**config.mk**
```make
export PLATFORM = sky130hd
export DESIGN_NAME = cpu_alu_with_flags
export DESIGN_NICKNAME = d
export VERILOG_FILES = /design/src/rtl/core/cpualu_pkg.sv /design/src/rtl/core/cpu_alu_with_flags.sv
export SDC_FILE = /design/constraint.sdc
export NUM_CORES = 1
export LEC_CHECK = 0
export BUFFER_PORTS_ARGS = -buffer_cell sky130_fd_sc_hd__buf_2
export CAP_MARGIN = 20
export CORE_MARGIN = 2
export CORE_UTILIZATION = 35
export CTS_CLUSTER_SIZE = 20
export DETAILED_ROUTE_END_ITERATION = 12
export MAX_ROUTING_LAYER = met4
export PLACE_DENSITY = 0.6
export SYNTH_ARGS = -nofsm -noshare
export SYNTH_HDL_FRONTEND = slang
export SYNTH_SLANG_ARGS = --single-unit
```
**constraint.sdc**
```tcl
create_clock -name clk -period 4.5 [get_ports clk]
set_input_delay 0.9 -clock clk [delete_from_list [all_inputs] [get_ports clk]]
set_output_delay 0.9 -clock clk [all_outputs]
set_load 0.02 [all_outputs]
```
**src/rtl/core/cpualu_pkg.sv**
```systemverilog
`default_nettype none

package cpualu_pkg;

    typedef enum logic [4:0] {
        OP_ADD     = 5'd0,
        OP_ADC     = 5'd1,
        OP_SUB     = 5'd2,
        OP_SBC     = 5'd3,
        OP_AND     = 5'd4,
        OP_XOR     = 5'd5,
        OP_OR      = 5'd6,
        OP_CP      = 5'd7,
        OP_INC8    = 5'd8,
        OP_DEC8    = 5'd9,
        OP_DAA     = 5'd10,
        OP_CPL     = 5'd11,
        OP_SCF     = 5'd12,
        OP_CCF     = 5'd13,
        OP_RLCA    = 5'd14,
        OP_RRCA    = 5'd15,
        OP_RLA     = 5'd16,
        OP_RRA     = 5'd17,
        OP_PREFIX  = 5'd18,
        OP_ADD16   = 5'd19,
        OP_ADD_SP  = 5'd20,
        OP_INC16   = 5'd21,
        OP_DEC16   = 5'd22
    } op_t;

    // Groups of the prefixed opcode, bits 7-6.
    typedef enum logic [1:0] {
        GRP_SHIFT = 2'd0,
        GRP_BIT   = 2'd1,
        GRP_RES   = 2'd2,
        GRP_SET   = 2'd3
    } pgrp_t;

    // Shift kinds of the prefixed opcode, bits 5-3.
    typedef enum logic [2:0] {
        SH_RLC  = 3'd0,
        SH_RRC  = 3'd1,
        SH_RL   = 3'd2,
        SH_RR   = 3'd3,
        SH_SLA  = 3'd4,
        SH_SRA  = 3'd5,
        SH_SWAP = 3'd6,
        SH_SRL  = 3'd7
    } shift_t;

    // Flag bit positions.
    localparam int unsigned FLAG_Z = 3;
    localparam int unsigned FLAG_N = 2;
    localparam int unsigned FLAG_H = 1;
    localparam int unsigned FLAG_C = 0;

    localparam logic [7:0] DAA_LIMIT    = 8'h99;
    localparam logic [3:0] DAA_NIB_MAX  = 4'h9;
    localparam logic [7:0] DAA_ADJ_LO   = 8'h06;
    localparam logic [7:0] DAA_ADJ_HI   = 8'h60;

    localparam int unsigned IN_BITS  = 49;
    localparam int unsigned IN_BYTES = 7;
    localparam int unsigned OUT_BITS = 21;
    localparam int unsigned OUT_BYTES = 3;

endpackage

`default_nettype wire

```
**src/rtl/core/cpu_alu_with_flags.sv**
```systemverilog
// Eight-bit processor ALU with Z, N, H and C flags.
// Input channel s_axis_*: one item carries the operation, two 16-bit operands,
// the prefixed opcode byte and the incoming flags, packed in s_axis_tdata.
// Output channel m_axis_*: one result item per input item, carrying the
// result, the new flags and the write-back bit, packed in m_axis_tdata.
// Items are accepted when tvalid and tready are both high at a rising edge.
// The item is first captured in an input register; the ALU logic between that
// register and the result register is a single pass, and the result item is
// presented once the result register has loaded it.
// Throughput is one item per cycle: a new item is accepted in every cycle in
// which the result register is empty or is being taken.
// When the receiver holds m_axis_tready low, the result register holds its
// item, the input register fills behind it, and then s_axis_tready drops.
// Nothing is lost or repeated across a stall.
// The asynchronous active-low reset empties both registers; no result item
// is presented until a new item has been accepted.
`default_nettype none

module cpu_alu_with_flags (
    input  wire logic        clk,
    input  wire logic        rst_n,
    input  wire logic        s_axis_tvalid,
    output logic             s_axis_tready,
    // Fields from bit 0 up: operation[4:0], operand_a[20:5], operand_b[36:21],
    // prefix_opcode[44:37], flags_in[48:45], zero fill[55:49].
    input  wire logic [cpualu_pkg::IN_BYTES*8-1:0] s_axis_tdata,
    output logic             m_axis_tvalid,
    input  wire logic        m_axis_tready,
    // Fields from bit 0 up: result[15:0], flags_out[19:16], write_back[20],
    // zero fill[23:21].
    output logic [cpualu_pkg::OUT_BYTES*8-1:0] m_axis_tdata
);

    logic                               in_valid_reg;
    logic [cpualu_pkg::IN_BITS-1:0]     in_data_reg;
    logic                               out_valid_reg;
    logic [cpualu_pkg::OUT_BITS-1:0]    out_data_reg;
    logic                               out_load;
    logic                               in_load;

    // Unpacked input fields.
    logic [4:0]  op_raw;
    logic [15:0] a16;
    logic [15:0] b16;
    logic [7:0]  pre;
    logic [3:0]  fin;
    logic [7:0]  a;
    logic [7:0]  b;
    logic        cin;

    // Arithmetic intermediates.
    logic        carry_t;
    logic [8:0]  sum9;
    logic [4:0]  hsum5;
    logic [8:0]  diff9;
    logic [4:0]  hdiff5;
    logic [7:0]  inc8;
    logic [7:0]  dec8;
    logic [7:0]  daa_adj;
    logic        daa_c;
    logic [7:0]  daa_r;
    logic [16:0] sum17;
    logic [12:0] hsum13;
    logic [15:0] sp_sum;
    logic [8:0]  sp_c9;
    logic [4:0]  sp_h5;
    logic [1:0]  pgrp;
    logic [2:0]  psel;
    logic [7:0]  pmask;
    logic [7:0]  sh_r;
    logic        sh_c;

    logic [15:0] res;
    logic [3:0]  fl;
    logic        wb;

    assign out_load      = in_valid_reg && (!out_valid_reg || m_axis_tready);
    assign s_axis_tready = !in_valid_reg || out_load;
    assign in_load       = s_axis_tvalid && s_axis_tready;

    always_ff @(posedge clk or negedge rst_n)
    begin
        if (!rst_n)
        begin
            in_valid_reg  <= 1'b0;
            out_valid_reg <= 1'b0;
        end
        else
        begin
            if (s_axis_tready)
            begin
                in_valid_reg <= s_axis_tvalid;
            end
            if (out_load)
            begin
                out_valid_reg <= 1'b1;
            end
            else if (m_axis_tready)
            begin
                out_valid_reg <= 1'b0;
            end
        end
    end

    always_ff @(posedge clk)
    begin
        if (in_load)
        begin
            in_data_reg <= s_axis_tdata[cpualu_pkg::IN_BITS-1:0];
        end
        if (out_load)
        begin
            out_data_reg <= {wb, fl, res};
        end
    end

    assign m_axis_tvalid = out_valid_reg;
    assign m_axis_tdata  = {{(cpualu_pkg::OUT_BYTES*8-cpualu_pkg::OUT_BITS){1'b0}},
                            out_data_reg};

    assign op_raw = in_data_reg[4:0];
    assign a16    = in_data_reg[20:5];
    assign b16    = in_data_reg[36:21];
    assign pre    = in_data_reg[44:37];
    assign fin    = in_data_reg[48:45];
    assign a      = a16[7:0];
    assign b      = b16[7:0];
    assign cin    = fin[cpualu_pkg::FLAG_C];

    always_comb
    begin
        carry_t = ((cpualu_pkg::op_t'(op_raw) == cpualu_pkg::OP_ADC) ||
                   (cpualu_pkg::op_t'(op_raw) == cpualu_pkg::OP_SBC)) ? cin : 1'b0;

        sum9   = {1'b0, a} + {1'b0, b} + {8'd0, carry_t};
        hsum5  = {1'b0, a[3:0]} + {1'b0, b[3:0]} + {4'd0, carry_t};
        // Borrow out of the top bit gives the C and H flags of subtraction.
        diff9  = {1'b0, a} - {1'b0, b} - {8'd0, carry_t};
        hdiff5 = {1'b0, a[3:0]} - {1'b0, b[3:0]} - {4'd0, carry_t};
        inc8   = a + 8'd1;
        dec8   = a - 8'd1;

        // Decimal adjust after an add or a subtract.
        daa_adj = 8'd0;
        daa_c   = 1'b0;
        if (fin[cpualu_pkg::FLAG_H] ||
            (!fin[cpualu_pkg::FLAG_N] && (a[3:0] > cpualu_pkg::DAA_NIB_MAX)))
        begin
            daa_adj = cpualu_pkg::DAA_ADJ_LO;
        end
        if (cin || (!fin[cpualu_pkg::FLAG_N] && (a > cpualu_pkg::DAA_LIMIT)))
        begin
            daa_adj = daa_adj | cpualu_pkg::DAA_ADJ_HI;
            daa_c   = 1'b1;
        end
        daa_r = fin[cpualu_pkg::FLAG_N] ? (a - daa_adj) : (a + daa_adj);

        sum17  = {1'b0, a16} + {1'b0, b16};
        hsum13 = {1'b0, a16[11:0]} + {1'b0, b16[11:0]};
        sp_sum = a16 + {{8{b[7]}}, b};
        sp_c9  = {1'b0, a} + {1'b0, b};
        sp_h5  = {1'b0, a[3:0]} + {1'b0, b[3:0]};

        pgrp  = pre[7:6];
        psel  = pre[5:3];
        pmask = 8'd1 << psel;

        unique case (cpualu_pkg::shift_t'(psel))
            cpualu_pkg::SH_RLC:
            begin
                sh_c = a[7];
                sh_r = {a[6:0], a[7]};
            end
            cpualu_pkg::SH_RRC:
            begin
                sh_c = a[0];
                sh_r = {a[0], a[7:1]};
            end
            cpualu_pkg::SH_RL:
            begin
                sh_c = a[7];
                sh_r = {a[6:0], cin};
            end
            cpualu_pkg::SH_RR:
            begin
                sh_c = a[0];
                sh_r = {cin, a[7:1]};
            end
            cpualu_pkg::SH_SLA:
            begin
                sh_c = a[7];
                sh_r = {a[6:0], 1'b0};
            end
            cpualu_pkg::SH_SRA:
            begin
                sh_c = a[0];
                sh_r = {a[7], a[7:1]};
            end
            cpualu_pkg::SH_SWAP:
            begin
                sh_c = 1'b0;
                sh_r = {a[3:0], a[7:4]};
            end
            default:
            begin
                sh_c = a[0];
                sh_r = {1'b0, a[7:1]};
            end
        endcase

        res = a16;
        fl  = fin;
        wb  = 1'b1;

        unique case (op_raw)
            cpualu_pkg::OP_ADD, cpualu_pkg::OP_ADC:
            begin
                res = {8'd0, sum9[7:0]};
                fl  = {(sum9[7:0] == 8'd0), 1'b0, hsum5[4], sum9[8]};
            end
            cpualu_pkg::OP_SUB, cpualu_pkg::OP_SBC, cpualu_pkg::OP_CP:
            begin
                res = {8'd0, diff9[7:0]};
                fl  = {(diff9[7:0] == 8'd0), 1'b1, hdiff5[4], diff9[8]};
                wb  = (cpualu_pkg::op_t'(op_raw) != cpualu_pkg::OP_CP);
            end
            cpualu_pkg::OP_AND:
            begin
                res = {8'd0, a & b};
                fl  = {((a & b) == 8'd0), 1'b0, 1'b1, 1'b0};
            end
            cpualu_pkg::OP_XOR:
            begin
                res = {8'd0, a ^ b};
                fl  = {((a ^ b) == 8'd0), 3'b000};
            end
            cpualu_pkg::OP_OR:
            begin
                res = {8'd0, a | b};
                fl  = {((a | b) == 8'd0), 3'b000};
            end
            cpualu_pkg::OP_INC8:
            begin
                res = {8'd0, inc8};
                fl  = {(inc8 == 8'd0), 1'b0, (inc8[3:0] == 4'h0), cin};
            end
            cpualu_pkg::OP_DEC8:
            begin
                res = {8'd0, dec8};
                fl  = {(dec8 == 8'd0), 1'b1, (dec8[3:0] == 4'hF), cin};
            end
            cpualu_pkg::OP_DAA:
            begin
                res = {8'd0, daa_r};
                fl  = {(daa_r == 8'd0), fin[cpualu_pkg::FLAG_N], 1'b0, daa_c};
            end
            cpualu_pkg::OP_CPL:
            begin
                res = {8'd0, ~a};
                fl  = {fin[cpualu_pkg::FLAG_Z], 1'b1, 1'b1, cin};
            end
            cpualu_pkg::OP_SCF:
            begin
                res = {8'd0, a};
                wb  = 1'b0;
                fl  = {fin[cpualu_pkg::FLAG_Z], 3'b001};
            end
            cpualu_pkg::OP_CCF:
            begin
                res = {8'd0, a};
                wb  = 1'b0;
                fl  = {fin[cpualu_pkg::FLAG_Z], 2'b00, ~cin};
            end
            cpualu_pkg::OP_RLCA:
            begin
                res = {8'd0, a[6:0], a[7]};
                fl  = {3'b000, a[7]};
            end
            cpualu_pkg::OP_RRCA:
            begin
                res = {8'd0, a[0], a[7:1]};
                fl  = {3'b000, a[0]};
            end
            cpualu_pkg::OP_RLA:
            begin
                res = {8'd0, a[6:0], cin};
                fl  = {3'b000, a[7]};
            end
            cpualu_pkg::OP_RRA:
            begin
                res = {8'd0, cin, a[7:1]};
                fl  = {3'b000, a[0]};
            end
            cpualu_pkg::OP_PREFIX:
            begin
                unique case (cpualu_pkg::pgrp_t'(pgrp))
                    cpualu_pkg::GRP_BIT:
                    begin
                        res = {8'd0, a};
                        wb  = 1'b0;
                        fl  = {~a[psel], 1'b0, 1'b1, cin};
                    end
                    cpualu_pkg::GRP_RES:
                    begin
                        res = {8'd0, a & ~pmask};
                    end
                    cpualu_pkg::GRP_SET:
                    begin
                        res = {8'd0, a | pmask};
                    end
                    default:
                    begin
                        res = {8'd0, sh_r};
                        fl  = {(sh_r == 8'd0), 2'b00, sh_c};
                    end
                endcase
            end
            cpualu_pkg::OP_ADD16:
            begin
                res = sum17[15:0];
                fl  = {fin[cpualu_pkg::FLAG_Z], 1'b0, hsum13[12], sum17[16]};
            end
            cpualu_pkg::OP_ADD_SP:
            begin
                // H and C come from the unsigned low-byte add.
                res = sp_sum;
                fl  = {2'b00, sp_h5[4], sp_c9[8]};
            end
            cpualu_pkg::OP_INC16:
            begin
                res = a16 + 16'd1;
            end
            cpualu_pkg::OP_DEC16:
            begin
                res = a16 - 16'd1;
            end
            default:
            begin
                wb = 1'b0;
            end
        endcase
    end

endmodule

`default_nettype wire

```
==> impl_metrics.json <==
{
  "rr_worst_depth": 13,
  "dr.first_iter.drc_count": 777,
  "cts-root-buf": "clkbuf_16",
  "vias": 7085,
  "grt_pass1_vias": 6693,
  "ys_seq_area_frac": 0.275,
  "fin_skew_ns": 0.00894,
  "critical_path.max_fanout": 9,
  "seqPwrFrac": 0.319,
  "p_leak_nw": 3.42,
  "grt_max_degree": 31,
  "r2r_setup_slack_ns": 0.39,
  "synthArstFlopShare": 0.0290,
  "synthCells": 862,
  "cp-start-kind": "register",
  "dpl.hpwl_um": 19300,
  "combPwrFrac": 0.358,
  "antenna_found_initial": 0,
  "yosys_warnings": 0,
  "ant_nets": 0,
  "grt_overflow": 0,
  "largest_reg_flops": 46,
  "die_y_um": 150,
  "worst_pin_slew_ns": 1.05,
  "fin_area_um2": 8560,
  "finalSetupViolCount": 0,
  "max_freq_mhz": 243,
  "max_cap_viol_count": 0,
  "r2r_start": "in_data_reg[2]",
  "grtUsageTotal": 0.237,
  "end_kind": "register",
  "htreeDepth": 3,
  "fin_crit_sh": 0.914,
  "total_power_mw": 2.58,
  "cp_cell_sequence": "nor3_1, nand3_1, fa_1, inv_1, ha_1, o21ai_0, nand2_1, a21o_1, a21oi_1, o21ai_0, xor2_1, nor4_1, a311o_1",
  "io_pins": 86,
  "tns_ns": 0,
  "p_int_mw": 1.68,
  "worstPathArrival_ns": 4.32,
  "initial_utilization": 0.357,
  "area.growth.synth_to_final_pct": 14.2,
  "grt_setup_unrepaired": "no",
  "swShare": 0.351,
  "crit_type": "reg -> reg",
  "fp.dieArea_um2": 22600,
  "core_area_um2": 21000,
  "final_cell_count_no_fill": 1207,
  "routed_wl_um": 25300,
  "final_cell_mix": "72 x buf_2, 71 x ha_1, 67 x edfxtp_1",
  "crit_required_ns": 4.71,
  "dr.pass1.iters": 6,
  "relSlewSlack": 0.292,
  "post_dp_cell_area_um2": 8220,
  "clkPwrFrac": 0.323,
  "rows": 53,
  "fin_crit_ns": 4.11,
  "gp_congestion": 1.02,
  "final_common_cell": "buf_2",
  "ys_ff_latch": 69,
  "slowest_stage": "fa_1",
  "synth-main-ff-cell": "edfxtp_1",
  "grt_pass1_wl_um": 39200,
  "hold_violations": 0,
  "cts_buffers": 9,
  "ir_drop_uv": 119,
  "dp.cells": 1191,
  "clock_path_buffers": 2,
  "syn_area_um2": 7500,
  "final-max-slew-violation-count": 0,
  "num_antenna_cells": 0,
  "hp-class": "in -> async",
  "power_switching_mw": 0.907,
  "nNetsFinal": 1062,
  "outcome": "finished clean",
  "vias_per_cell": 5.87,
  "clk_latency_ns": 0.35,
  "startpoint": "in_data_reg[2]",
  "slowest_delay_ns": 0.69,
  "drc": 0,
  "synth_cell_type_count": 81,
  "path_common_cell": "o21ai_0",
  "clkSinkCount": 69,
  "avgRoutedWirePerCell_um": 21.0,
  "clk_pin_slew_ns": 0.06,
  "drive_gt1_frac": 0.167,
  "synth-edff-count": 67,
  "port_buffers": 72,
  "syn_area_per_cell_um2": 8.70,
  "tritoncts": "done",
  "p_per_area_nw_per_um2": 302,
  "dieWidth_um": 150
}
-- final cells by class --
class                      instances  area (um2)
clock buffer                      10         229
fill                            2126       12500
sequential                        69        2060
inverter                          39         146
timing repair buffer             106         616
tap                              275         344
clock inverter                     6         113
multi-input combinational        702        5050
-- worst max-delay path: cells and delay by family, from the launching register on --
family | cells | cell delay (ns)
and+or+nand+nor | 4 | 1.37
AOI/OAI and AO/OA | 5 | 0.97
DFF | 1 | 0.50
xor gates and xnor gates | 1 | 0.18
adders and majority gates | 2 | 0.87
buffers and inverters | 1 | 0.08
-- synth_stat cells (7+ instances only) --
master     count  area, um2
nor2b_1        9       56.3
o21a_1         9       67.6
nor4_1        10       62.6
xor2_1        26        228
buf_2         19       95.1
a22oi_1       17        128
inv_1         36        135
nand3_1       22        110
o211ai_1       7       52.6
o21ai_0       57        285
xnor2_1       37        324
nor2_1        58        218
a21oi_1       62        310
a221oi_1       7       61.3
a21o_1        15        113
and2_1         9       56.3
nand2b_1      11       68.8
o22ai_1       20        125
a2111oi_0      7       61.3
nand4_1       11       68.8
edfxtp_1      67       2010
clkbuf_1      28        105
a211oi_1      11       82.6
mux2i_1       18        180
and3_1         7       43.8
nand2_1       58        218
mux2_2         7       78.8
ha_1          71        888
a31oi_1       11       68.8
nor3_1        22        110
-- worst paths after layout --
kind                               endpoint
min                            in_valid_reg
min in group clk              m_axis_tvalid
min reg2reg                   m_axis_tvalid
max reg2reg                out_data_reg[19]
max                        out_data_reg[19]
max in group asynchronous     m_axis_tvalid
-- kinds of logic after synthesis --
family,count (synthesis),synth area share
flops,69,0.275
fa+ha+maj,75,0.129
buf+inv,93,0.0527
simple gates,254,0.174
compound gates,278,0.248
mux,27,0.0405
other cells,1,0.000500
xor+xnor,65,0.0794
-- layer usage --
layer / part of all wire / GRT usage
met5: 0 / -
met1: 0.46 / 0.326
met3: 0.073 / 0.0415
met2: 0.44 / 0.353
met4: 0.025 / 0.0764
-- power by group through the flow --
stage | clock network [mW] | registers (mW) | logic [mW]
detailed placement | 0 | 0.837 | 0.903
floorplan | 0 | 0.842 | 0.632
CTS | 0.857 | 0.824 | 0.909
global route | 0.880 | 0.832 | 1.01
finish | 0.836 | 0.824 | 0.924
global placement | 0 | 0.836 | 0.899
-- through the flow --
| stage | hold WS (ns) | util | worst slack (ns) |
|---|---|---|---|
| after floorplan | 0.449 | - | 0.491 |
| after global placement | 0.467 | 0.391 | 0.454 |
| after detailed placement | 0.472 | 0.391 | 0.407 |
| after CTS | 0.302 | 0.407 | 0.404 |
| after global routing | 0.308 | 0.407 | 0.192 |
| final | 0.316 | 0.407 | 0.388 |
-- repair_timing --
action,4_1_cts,5_1_grt
endpoints found under the setup margin,0,1
buffers inserted,0,0
gates resized for setup,0,1
hold buffers,0,0
hold endpoints to repair,0,0
(Power assumes the default switching activity.)
